[src/sicm_pkg.sv]
`default_nettype none

package sicm_pkg;

  // Opcode carried on the input side band.
  localparam logic OP_LOAD  = 1'b0;
  localparam logic OP_FLUSH = 1'b1;

  // Depth of the command queue between the front and the back.
  localparam int QUEUE_DEPTH = 2;

  typedef enum logic {
    ST_IDLE,
    ST_FLUSH
  } sicm_state_t;

  // Command handshake from the front queue toward the store.
  typedef struct packed {
    logic valid;
    logic flush;
  } sicm_cmd_t;

  // Store status toward the top level.
  typedef struct packed {
    logic flushing;
    logic empty;
    logic full;
  } sicm_status_t;

endpackage

`default_nettype wire

[src/sicm_front.sv]
`default_nettype none

module sicm_front #(
  parameter int TIME_BITS = 16,
  parameter int TAG_BITS  = 8,
  parameter int DATA_W    = 40
) (
  input  wire logic                  clk,
  input  wire logic                  rst,
  input  wire logic                  s_tvalid,
  output logic                       s_tready,
  input  wire logic [DATA_W-1:0]     s_tdata,
  input  wire logic                  s_tuser,
  output sicm_pkg::sicm_cmd_t        cmd,
  input  wire logic                  cmd_ready,
  output logic [TAG_BITS-1:0]        cmd_tag,
  output logic [TIME_BITS-1:0]       cmd_start,
  output logic [TIME_BITS-1:0]       cmd_end
);

  localparam int ENTRY_W = 1 + TAG_BITS + 2 * TIME_BITS;
  localparam int PTR_W   = $clog2(sicm_pkg::QUEUE_DEPTH);
  localparam int FILL_W  = $clog2(sicm_pkg::QUEUE_DEPTH + 1);

  logic [ENTRY_W-1:0] queue [sicm_pkg::QUEUE_DEPTH];
  logic [PTR_W-1:0]   wr_ptr;
  logic [PTR_W-1:0]   rd_ptr;
  logic [FILL_W-1:0]  fill;
  logic               push;
  logic               pop;
  logic [ENTRY_W-1:0] head;

  assign s_tready = (fill != FILL_W'(sicm_pkg::QUEUE_DEPTH));
  assign push     = s_tvalid && s_tready;
  assign pop      = cmd.valid && cmd_ready;

  always_ff @(posedge clk) begin
    if (push) begin
      queue[wr_ptr] <= {s_tuser, s_tdata[TAG_BITS+2*TIME_BITS-1:0]};
    end
  end

  always_ff @(posedge clk) begin
    if (rst) begin
      wr_ptr <= '0;
      rd_ptr <= '0;
      fill   <= '0;
    end else begin
      if (push) begin
        wr_ptr <= (wr_ptr == PTR_W'(sicm_pkg::QUEUE_DEPTH - 1)) ? '0 : wr_ptr + 1'b1;
      end
      if (pop) begin
        rd_ptr <= (rd_ptr == PTR_W'(sicm_pkg::QUEUE_DEPTH - 1)) ? '0 : rd_ptr + 1'b1;
      end
      if (push && !pop) begin
        fill <= fill + 1'b1;
      end else if (pop && !push) begin
        fill <= fill - 1'b1;
      end
    end
  end

  // Classify the head entry: the side band bit picks flush or load.
  assign head      = queue[rd_ptr];
  assign cmd.valid = (fill != '0);
  assign cmd.flush = (head[ENTRY_W-1] == sicm_pkg::OP_FLUSH);
  assign cmd_tag   = head[TAG_BITS-1:0];
  assign cmd_start = head[TAG_BITS+TIME_BITS-1:TAG_BITS];
  assign cmd_end   = head[TAG_BITS+2*TIME_BITS-1:TAG_BITS+TIME_BITS];

endmodule

`default_nettype wire

[config.mk]
export PLATFORM = sky130hd
export DESIGN_NAME = sicm_front
export DESIGN_NICKNAME = d
export VERILOG_FILES = /design/src/sicm_pkg.sv /design/src/sicm_front.sv
export SDC_FILE = /design/constraint.sdc
export NUM_CORES = 1
export LEC_CHECK = 0
export BUFFER_PORTS_ARGS = -buffer_cell sky130_fd_sc_hd__buf_2
export CAP_MARGIN = 20
export CORE_MARGIN = 1.5
export CORE_UTILIZATION = 45
export DETAILED_ROUTE_END_ITERATION = 7
export PLACE_DENSITY = 0.7
export SETUP_SLACK_MARGIN = 0.2
export SLEW_MARGIN = 20
export SYNTH_ARGS = -nofsm -noshare
export SYNTH_HDL_FRONTEND = slang
export SYNTH_SLANG_ARGS = --single-unit
[constraint.sdc]
create_clock -name clk -period 2.7 [get_ports clk]
set_input_delay 0.135 -clock clk [delete_from_list [all_inputs] [get_ports clk]]
set_output_delay 0.135 -clock clk [all_outputs]
set_load 0.01 [all_outputs]
==> metrics <==
syn_nets 198; CP Buf/Inv Count 2; Lkg Pwr 1.64 nW; Die H 87.0 µm; Avg WL per Cell 14.9 µm; Final Worst Setup Slack 0.735 ns; CP delay by family, top buffers and inverters; First-pass DRT Iterations 3; synthesized instance count 152; Design Power 0.00361 W; #FFs+latches synth 87; post-synth cell types 18; postcts setup bufs 0; drt total wl 5830 µm; worst skew pair latency 0.34 ns; register area share after synthesis 0.808; DR vias 1795; Max Slew Vio Count 0; number of global-route vias before repair 1842; dpl hpwl 3330 µm; Reg clk slew, reported paths 0.08 ns; Initial Util 0.467; antenna-violating nets left 0; first-pass GRT wire length 8640 µm; PwrDens 831 nW/µm²; CTS tree yes; TritonCTS Buffers 9; crit-path max FO 29; Layout Skew 0.00899 ns; Sink Count 87; total track usage 0.159; slowest stage delay, CP 0.51 ns; CP max stage cell dfxtp_2; fin util 0.640; Root Driver clkbuf_8; peak supply drop 0.503 mV; Non-Filler Instances 390; largest net degree at the start of global routing 37; share of layout cells above drive strength 1 0.493; status finished, final reports clean; initial antenna violation count 0; Worst setup SP type flip-flop; min cycle time layout 1.97 ns; Post-CTS Hold Buffers 41; grt peak-use layer met2; CP Data Required Time 2.57 ns; total die area 7560 µm²; CTS Buffer Depth 2; CP Cell Sequence buf_4 -> mux2_2 -> buf_2; placed cells 334; met2 global-route usage 0.266; Mapped Area 3170 µm²; Final nets 336; # resized after CTS 0; max-cap violations 0; PortBufs 87; I/O pin cnt 88; max_slew headroom 0.615; Residual DRC 0; crit end category primary output; Final GP Congestion 0.668; row cnt 30; Via density 4.60; period utilization 0.728; Ant. Diodes 0; met3 Use GR 0.0445; core area 6790 µm²; Final setup violation count 0; Max Fclk 509 MHz; DP Worst Slack 0.767 ns; die width 87.0 µm; Area Overhead vs Synth 37.1%; grt met1 use 0.181; CP Class reg -> out; YS warnings 0; CP arrival 1.83 ns; TNS Setup 0 ns; Congestion Overflow GR 0; final hold vios 0; Synth Area per Inst 20.9 µm²; worst-margin pin slew 0.574 ns; Hold Crit Class in -> reg; iteration-0 DRC count of the detailed router 56; RSZ-0062 raised after global routing no; H-tree levels 3
-- synthesized netlist by cell type --
library cell  count  area share
mux2_2           38        0.13
or2_2             1      0.0020
inv_1             1      0.0012
or3_1             1      0.0020
ha_1              1      0.0039
and3_1            1      0.0020
mux2_1            3       0.011
o21ai_0           2      0.0032
nand3b_1          1      0.0024
dfxtp_1           5       0.032
buf_2             5      0.0079
nor2_1            3      0.0036
edfxtp_1         82        0.78
nand2b_1          1      0.0020
xor2_1            3      0.0083
and2_1            1      0.0020
a21oi_1           2      0.0032
a21bo_2           1      0.0032
-- flip-flops by register name, summed over array words and instances (netlist names), named ones only --
register / flops
fill: 2
rd_ptr: 1
wr_ptr: 1
queue: 82
-- cell families after synthesis --
group | share of synthesized area
AO/OA/AOI/OAI | 0.00947
XOR/XNOR | 0.00829
adder cells (fa/ha/maj) | 0.00394
buffers and inverters | 0.00907
flip-flops | 0.808
multiplexers | 0.146
AND/OR/NAND/NOR | 0.0158
-- through the flow --
stage,area (µm²),hold WS [ns]
6_report,4350,0.0177
5_1_grt,4350,0.0152
4_1_cts,4350,0.000615
3_5_place_dp,3730,0.326
3_3_place_gp,3730,0.324
2_1_floorplan,3170,0.204
-- layout by cell type (no fill, tap or decap) --
cell type      instances
buf_2                 87
edfxtp_1              82
dlygate4sd3_1         41
mux2_2                38
clkbuf_8               9
dfxtp_1                4
buf_4                  4
mux2_1                 3
xor2_1                 3
nor2_1                 3
o21ai_0                2
clkinv_1               2
a21oi_1                2
bufinv_16              2
clkbuf_1               2
nand2b_1               1
and2_1                 1
or2_2                  1
and3_2                 1
nand3b_1               1
a21bo_2                1
or3_1                  1
ha_1                   1
dfxtp_2                1
clkinvlp_4             1
-- per-layer routing --
layer,up-vias,wire (µm)
met3,9,315
met2,61,2880
met1,860,2540
met5,-,0
met4,0,96
li1,865,-
-- power breakdown --
group | internal [W] | switching [W] | leakage [nW]
Combinational | 0.000457 | 0.000459 | 0.739
Clock | 0.000514 | 0.000421 | 0.0971
Sequential | 0.00169 | 0.0000730 | 0.807
Total | 0.00266 | 0.000953 | 1.64
-- final timing paths --
path | slack (ns) | end | start | cells past startpoint
worst min register to register | 0.51 | rd_ptr$_SDFFE_PP0P_ | rd_ptr$_SDFFE_PP0P_ | 2
worst max register to register | 0.82 | queue[0][15]$_DFFE_PP_ | fill[0]$_SDFFE_PP0P_ | 4
worst min-delay path | 0.02 | fill[0]$_SDFFE_PP0P_ | rst | 2
worst max-delay path | 0.73 | cmd_end[13] | flip-flop | 3
-- layout make-up --
| type | instances | area, µm² |
|---|---|---|
| Multi-Input combinational cell | 59 | 582 |
| Tap cell | 96 | 120 |
| Fill cell | 479 | 2450 |
| Clock inverter | 4 | 71.3 |
| Sequential cell | 87 | 2560 |
| Clock buffer | 11 | 131 |
| Timing Repair Buffer | 132 | 876 |
| Inverter | 1 | 3.75 |
(Power assumes the default switching activity.)
