## src/sicm_pkg.sv

```systemverilog
`default_nettype none

package sicm_pkg;

  // Opcode carried on the input side band.
  localparam logic OP_LOAD  = 1'b0;
  localparam logic OP_FLUSH = 1'b1;

  // Depth of the command queue between the front and the back.
  localparam int QUEUE_DEPTH = 2;

  typedef enum logic {
    ST_IDLE,
    ST_FLUSH
  } sicm_state_t;

  // Command handshake from the front queue toward the store.
  typedef struct packed {
    logic valid;
    logic flush;
  } sicm_cmd_t;

  // Store status toward the top level.
  typedef struct packed {
    logic flushing;
    logic empty;
    logic full;
  } sicm_status_t;

endpackage

`default_nettype wire

```

## src/sicm_store.sv

```systemverilog
`default_nettype none

module sicm_store #(
  parameter int MAX_ENTRIES = 32,
  parameter int TIME_BITS   = 16,
  parameter int TAG_BITS    = 8
) (
  input  wire logic                  clk,
  input  wire logic                  rst,
  input  wire sicm_pkg::sicm_cmd_t   cmd,
  output logic                       cmd_ready,
  input  wire logic [TAG_BITS-1:0]   cmd_tag,
  input  wire logic [TIME_BITS-1:0]  cmd_start,
  input  wire logic [TIME_BITS-1:0]  cmd_end,
  output logic                       out_valid,
  input  wire logic                  out_ready,
  output logic [TAG_BITS-1:0]        out_tag,
  output logic [TIME_BITS-1:0]       out_start,
  output logic [TIME_BITS-1:0]       out_end,
  output logic                       out_conflict,
  output logic                       out_last,
  output logic                       out_dropped,
  output sicm_pkg::sicm_status_t     status
);

  localparam int CNT_W = $clog2(MAX_ENTRIES + 1);

  // Cell chain, kept sorted by start time. Entries at or above count are stale.
  logic [TAG_BITS-1:0]  c_tag   [MAX_ENTRIES];
  logic [TIME_BITS-1:0] c_start [MAX_ENTRIES];
  logic [TIME_BITS-1:0] c_end   [MAX_ENTRIES];
  logic                 c_hit   [MAX_ENTRIES];

  logic [MAX_ENTRIES-1:0] lands;
  logic [MAX_ENTRIES-1:0] ovl;
  logic                   lt_head;
  logic                   new_hit;

  sicm_pkg::sicm_state_t state, state_next;
  logic [CNT_W-1:0]      count, count_next;
  logic                  overflow, overflow_next;
  logic                  take;
  logic                  full;
  logic                  do_insert;
  logic                  do_emit;
  logic                  out_free;

  assign full      = (count == CNT_W'(MAX_ENTRIES));
  assign cmd_ready = (state == sicm_pkg::ST_IDLE);
  assign take      = cmd.valid && cmd_ready;
  assign do_insert = take && !cmd.flush && !full;
  assign out_free  = !out_valid || out_ready;
  assign do_emit   = (state == sicm_pkg::ST_FLUSH) && out_free;

  // Per-cell compare: does the new entry land at or below this cell, and
  // does it overlap the entry held here.
  always_comb begin
    lt_head = cmd_start < c_start[0];
    for (int k = 0; k < MAX_ENTRIES; k++) begin
      if (CNT_W'(k) >= count) begin
        lands[k] = 1'b1;
        ovl[k]   = 1'b0;
      end else begin
        lands[k] = (k == 0) ? lt_head : (lt_head || (c_start[k] >= cmd_start));
        ovl[k]   = (c_start[k] < cmd_end) && (c_end[k] > cmd_start);
      end
    end
  end

  assign new_hit = |ovl;

  for (genvar k = 0; k < MAX_ENTRIES; k++) begin : g_cell
    localparam int PREV = (k == 0) ? 0 : k - 1;
    localparam int NEXT = (k == MAX_ENTRIES - 1) ? k : k + 1;
    logic first;
    assign first = (k == 0) || !lands[PREV];

    always_ff @(posedge clk) begin
      if (do_insert) begin
        if (lands[k] && first) begin
          c_tag[k]   <= cmd_tag;
          c_start[k] <= cmd_start;
          c_end[k]   <= cmd_end;
          c_hit[k]   <= new_hit;
        end else if (lands[k]) begin
          c_tag[k]   <= c_tag[PREV];
          c_start[k] <= c_start[PREV];
          c_end[k]   <= c_end[PREV];
          c_hit[k]   <= c_hit[PREV] || ovl[PREV];
        end else begin
          c_hit[k]   <= c_hit[k] || ovl[k];
        end
      end else if (do_emit) begin
        c_tag[k]   <= c_tag[NEXT];
        c_start[k] <= c_start[NEXT];
        c_end[k]   <= c_end[NEXT];
        c_hit[k]   <= c_hit[NEXT];
      end
    end
  end

  always_ff @(posedge clk) begin
    if (rst) begin
      state    <= sicm_pkg::ST_IDLE;
      count    <= '0;
      overflow <= 1'b0;
    end else begin
      state    <= state_next;
      count    <= count_next;
      overflow <= overflow_next;
    end
  end

  always_comb begin
    state_next    = state;
    count_next    = count;
    overflow_next = overflow;
    unique case (state)
      sicm_pkg::ST_IDLE: begin
        if (take) begin
          if (cmd.flush) begin
            if (count == '0) begin
              overflow_next = 1'b0;
            end else begin
              state_next = sicm_pkg::ST_FLUSH;
            end
          end else if (full) begin
            overflow_next = 1'b1;
          end else begin
            count_next = count + 1'b1;
          end
        end
      end
      sicm_pkg::ST_FLUSH: begin
        if (out_free) begin
          count_next = count - 1'b1;
          if (count == CNT_W'(1)) begin
            state_next    = sicm_pkg::ST_IDLE;
            overflow_next = 1'b0;
          end
        end
      end
      default: begin
        state_next = sicm_pkg::ST_IDLE;
      end
    endcase
  end

  // Output register: the head cell moves here, the chain shifts down.
  always_ff @(posedge clk) begin
    if (rst) begin
      out_valid <= 1'b0;
    end else if (do_emit) begin
      out_valid <= 1'b1;
    end else if (out_ready) begin
      out_valid <= 1'b0;
    end
  end

  always_ff @(posedge clk) begin
    if (do_emit) begin
      out_tag      <= c_tag[0];
      out_start    <= c_start[0];
      out_end      <= c_end[0];
      out_conflict <= c_hit[0];
      out_last     <= (count == CNT_W'(1));
      out_dropped  <= overflow;
    end
  end

  assign status.flushing = (state == sicm_pkg::ST_FLUSH);
  assign status.empty    = (count == '0);
  assign status.full     = full;

endmodule

`default_nettype wire

```

## config.mk

```make
export PLATFORM = sky130hd
export DESIGN_NAME = sicm_store
export DESIGN_NICKNAME = d
export VERILOG_FILES = /design/src/sicm_pkg.sv /design/src/sicm_store.sv
export SDC_FILE = /design/constraint.sdc
export NUM_CORES = 2
export LEC_CHECK = 0
export BUFFER_PORTS_ARGS = -buffer_cell sky130_fd_sc_hd__buf_2
export CELL_PAD_IN_SITES_DETAIL_PLACEMENT = 1
export CELL_PAD_IN_SITES_GLOBAL_PLACEMENT = 2
export CORE_MARGIN = 2
export CORE_UTILIZATION = 39
export CTS_BUF_LIST = sky130_fd_sc_hd__clkbuf_8 sky130_fd_sc_hd__clkbuf_16
export CTS_CLUSTER_DIAMETER = 200
export DETAILED_ROUTE_END_ITERATION = 12
export GPL_ROUTABILITY_DRIVEN = 0
export PLACE_DENSITY = 0.87
export RECOVER_POWER = 25
export SYNTH_ARGS = -nofsm -noshare
export SYNTH_HDL_FRONTEND = slang
export SYNTH_SLANG_ARGS = --single-unit
```

## constraint.sdc

```tcl
create_clock -name clk -period 6.5 [get_ports clk]
set_input_delay 0.65 -clock clk [delete_from_list [all_inputs] [get_ports clk]]
set_output_delay 0.65 -clock clk [all_outputs]
set_load 0.005 [all_outputs]
```

==> results.py <==
metrics = {
    "outcome": {
        "status": "finished, violations left",
        "violations": "capacitance limit, slew limit",
    },
    "synth": {
        "synth_area_um2": 101000,
        "yosysTopAreaCell": "edfxtp_1",
        "synth-edff-count": 1355,
        "synth_cell_type_count": 86,
        "syn_avg_cell_area_um2": 10.1,
        "yosys-top-cells-area": "edfxtp_1 (40%), ha_1 (19%), mux2i_1 (10%)",
        "ys_seq_area_frac": 0.406,
        "synthCells": 9963,
        "synth-main-ff-cell": "edfxtp_1",
        "ys_seq_elements": 1364,
        "synthArstFlopShare": 0,
        "yosys_warnings": 0,
        "yosysTopAreaCellShare": 0.404,
        "syn-num-nets": 11515,
    },
    "clock_tree": {
        "clockBufferDepth": 3,
        "numCtsBuffers": 165,
        "holdBufCountCts": 0,
        "cts.clk_slew.worst_paths_ps": 60,
        "cts_root_buf": "clkbuf_16",
        "post_cts_buffers": 0,
        "cts_tree": "yes",
        "clock_latency_ps": 880,
        "cts.repair.resized": 0,
        "cts.sinks": 1364,
        "htreeDepth": 4,
    },
    "sta": {
        "drv_slew": 719,
        "fmax_ghz": 0.170,
        "fin_setup_tns_ps": 0,
        "fin_ws_ps": 635,
        "finalHoldViolations": 0,
        "rsz0062_at_grt": "false",
        "relSlewSlack": -0.773,
        "fin_crit_sh": 0.902,
        "post-route-min-period_ps": 5870,
        "worst_slew_pin_slew_ps": 2660,
        "setup_violations": 0,
        "fin_skew_ps": 56.5,
    },
    "setup_path": {
        "critPathMostFrequentCell": "nand2_1",
        "worstPathCellList": "nand2_1, inv_8, buf_4, clkbuf_2, nand2_1, o21ai_0",
        "worstSetupStartpointType": "flip-flop",
        "cpMaxStageDelayCell": "clkbuf_2",
        "endpoint_kind": "flip-flop",
        "max_stage_delay_ps": 1280,
        "worst_ep_arrival_time_ps": 6580,
        "critical_path_class": "flip-flop to flip-flop",
        "worstPathMaxFanout": 80,
        "cp.buffers_inverters": 3,
        "cp_data_required_time_ps": 7210,
        "crit_family": "buffers and inverters",
    },
    "routing": {
        "routed_wl_um": 413000,
        "ant_nets": 0,
        "vias_per_cell": 6.44,
        "drt_iter0_markers": 8856,
        "drt_pass1_iterations": 8,
        "remaining_drc_errors": 0,
        "num_vias": 86563,
        "avgRoutedWirePerCell_um": 30.7,
    },
    "cells_and_area": {
        "seq_area_um2": 40900,
        "fin_util": 0.432,
        "nets": 11478,
        "finalNonFillerCells": 13443,
        "area_growth_syn_to_layout_pct": 10.0,
        "fill_cells": 28653,
        "drive_above_1_share": 0.0703,
        "multi_input_area_um2": 57000,
    },
    "placement": {
        "io_buffers": 92,
        "hpwl_um": 297000,
        "dp.cells": 13143,
        "dp_slack_ps": 874,
    },
    "global_route": {
        "grt_pass1_wl_um": 606000,
        "grtUsageTotal": 0.307,
        "antenna_found_initial": 22,
        "grt_pass1_vias": 91252,
        "grt_max_degree": 264,
        "grt_remaining_overflow": 0,
    },
    "worst_hold_path": {
        "worstHoldPathType": "input port to flip-flop",
    },
    "power_and_ir_drop": {
        "p_leak_nw": 45.1,
        "ir_drop_mv": 0.310,
        "p_per_area_nw_per_um2": 269,
    },
    "floorplanning": {
        "core_area_um2": 257000,
        "floorplan.initialDensity": 0.392,
        "num_rows": 186,
        "dieWidth_um": 512,
        "dieArea_um2": 262000,
        "die_y_um": 512,
        "io-pin-count": 93,
    },
    "run": {
        "cap_viol_max_count": 17,
    },
}
==> state kept, by name (all words and copies together), names as in the netlist, 6 cells and up <==
name	count
c_end	512
c_hit	32
c_start	512
c_tag	256
count	6
out_end	16
out_start	16
out_tag	8
==> worst paths after layout <==
path            start      endpoint  slack [ps]  cells after the start
max reg2reg     state  c_end[3][41]         630                      6
min            cmd[0]      overflow         110                      4
max             state  c_end[3][41]         630                      6
min reg2reg  overflow   out_dropped         460                      0
==> metal layers <==
layer	GRT usage	part of all wire	wire [µm]
met5	0	0.00019	78
met4	0.189	0.071	29300
met3	0.0602	0.085	35000
met2	0.496	0.46	190000
met1	0.376	0.39	159000
==> cells by family (layout without fill, tap and decap cells) <==
family          Yosys count  count (layout)  synth area share
xor+xnor                  4               4          0.000348
simple gates           2616            2616             0.115
fa+ha+maj              1507            1507             0.187
other cells               0               7                 0
buf+inv                 730             819            0.0305
compound gates         2657            2657             0.154
mux                    1085            1085             0.108
flops                  1364            1364             0.406
==> cells in the final DEF (no fill, tap or decap), types with 19 or more instances in the layout <==
cell       netlist  routed
nand2_1       1553    1544
ha_1          1507    1507
edfxtp_1      1355    1355
o21ai_0       1189    1183
mux2i_1       1046    1046
a21oi_1        501     497
nor2_1         359     355
a21o_1         246     246
nand4_1        237     237
buf_4           49     226
o21ai_1        180     183
clkbuf_16        0     166
inv_1          142     153
a31oi_1        103     103
a211oi_1        97      94
nor2b_1         87      86
nand3_1         83      83
o211ai_1        77      77
nand2b_1        72      67
nor3_1          67      67
buf_2           89      62
nor4_1          48      48
a2111oi_0       46      47
buf_12           0      43
a22oi_1         40      40
clkinv_1         0      40
mux2_2          39      39
clkbuf_1       441      36
o21a_1          27      27
and4_1          20      20
clkinv_2         0      19
==> synth_stat cells (89+ instances only) <==
| master | count |
|---|---|
| edfxtp_1 | 1355 |
| o21ai_0 | 1189 |
| clkbuf_1 | 441 |
| buf_2 | 89 |
| inv_1 | 142 |
| nand2_1 | 1553 |
| o21ai_1 | 180 |
| a31oi_1 | 103 |
| a211oi_1 | 97 |
| nor2_1 | 359 |
| nand4_1 | 237 |
| ha_1 | 1507 |
| a21o_1 | 246 |
| a21oi_1 | 501 |
| mux2i_1 | 1046 |
==> power by group <==
part	internal, mW	switching [mW]	total (mW)
Sequential	11.5	1.46	12.9
Combinational	2.75	4.91	7.66
Clock	4.98	4.21	9.19
Total	19.2	10.6	29.8
==> worst register-to-register path, stage by stage, from the launching register on <==
cell	delay, ps
dfxtp_1	770
nand2_1	1270
inv_8	1000
buf_4	730
clkbuf_2	1310
nand2_1	450
o21ai_0	180
==> cell type report <==
| cell class | instances | share of cell area |
|---|---|---|
| Multi-Input combinational cell | 7869 | 0.514 |
| Sequential cell | 1364 | 0.369 |
| Tap cell | 3384 | 0.0382 |
| Clock buffer | 169 | 0.0378 |
| Timing Repair Buffer | 384 | 0.0279 |
| Clock inverter | 124 | 0.00790 |
| Inverter | 142 | 0.00521 |
| Antenna cell | 7 | 0.000158 |
==> per-stage QoR <==
| step | power, mW | instance area [µm²] | hold slack [ps] |
|---|---|---|---|
| after global placement | 19.9 | 106000 | 423 |
| after global routing | 30.9 | 111000 | 132 |
| after detailed placement | 20.5 | 106000 | 439 |
| after floorplan | 17.3 | 101000 | 408 |
| final | 29.8 | 111000 | 110 |
| after CTS | 29.7 | 111000 | 52.9 |
Note: power is estimated with default switching activity, not from simulation.
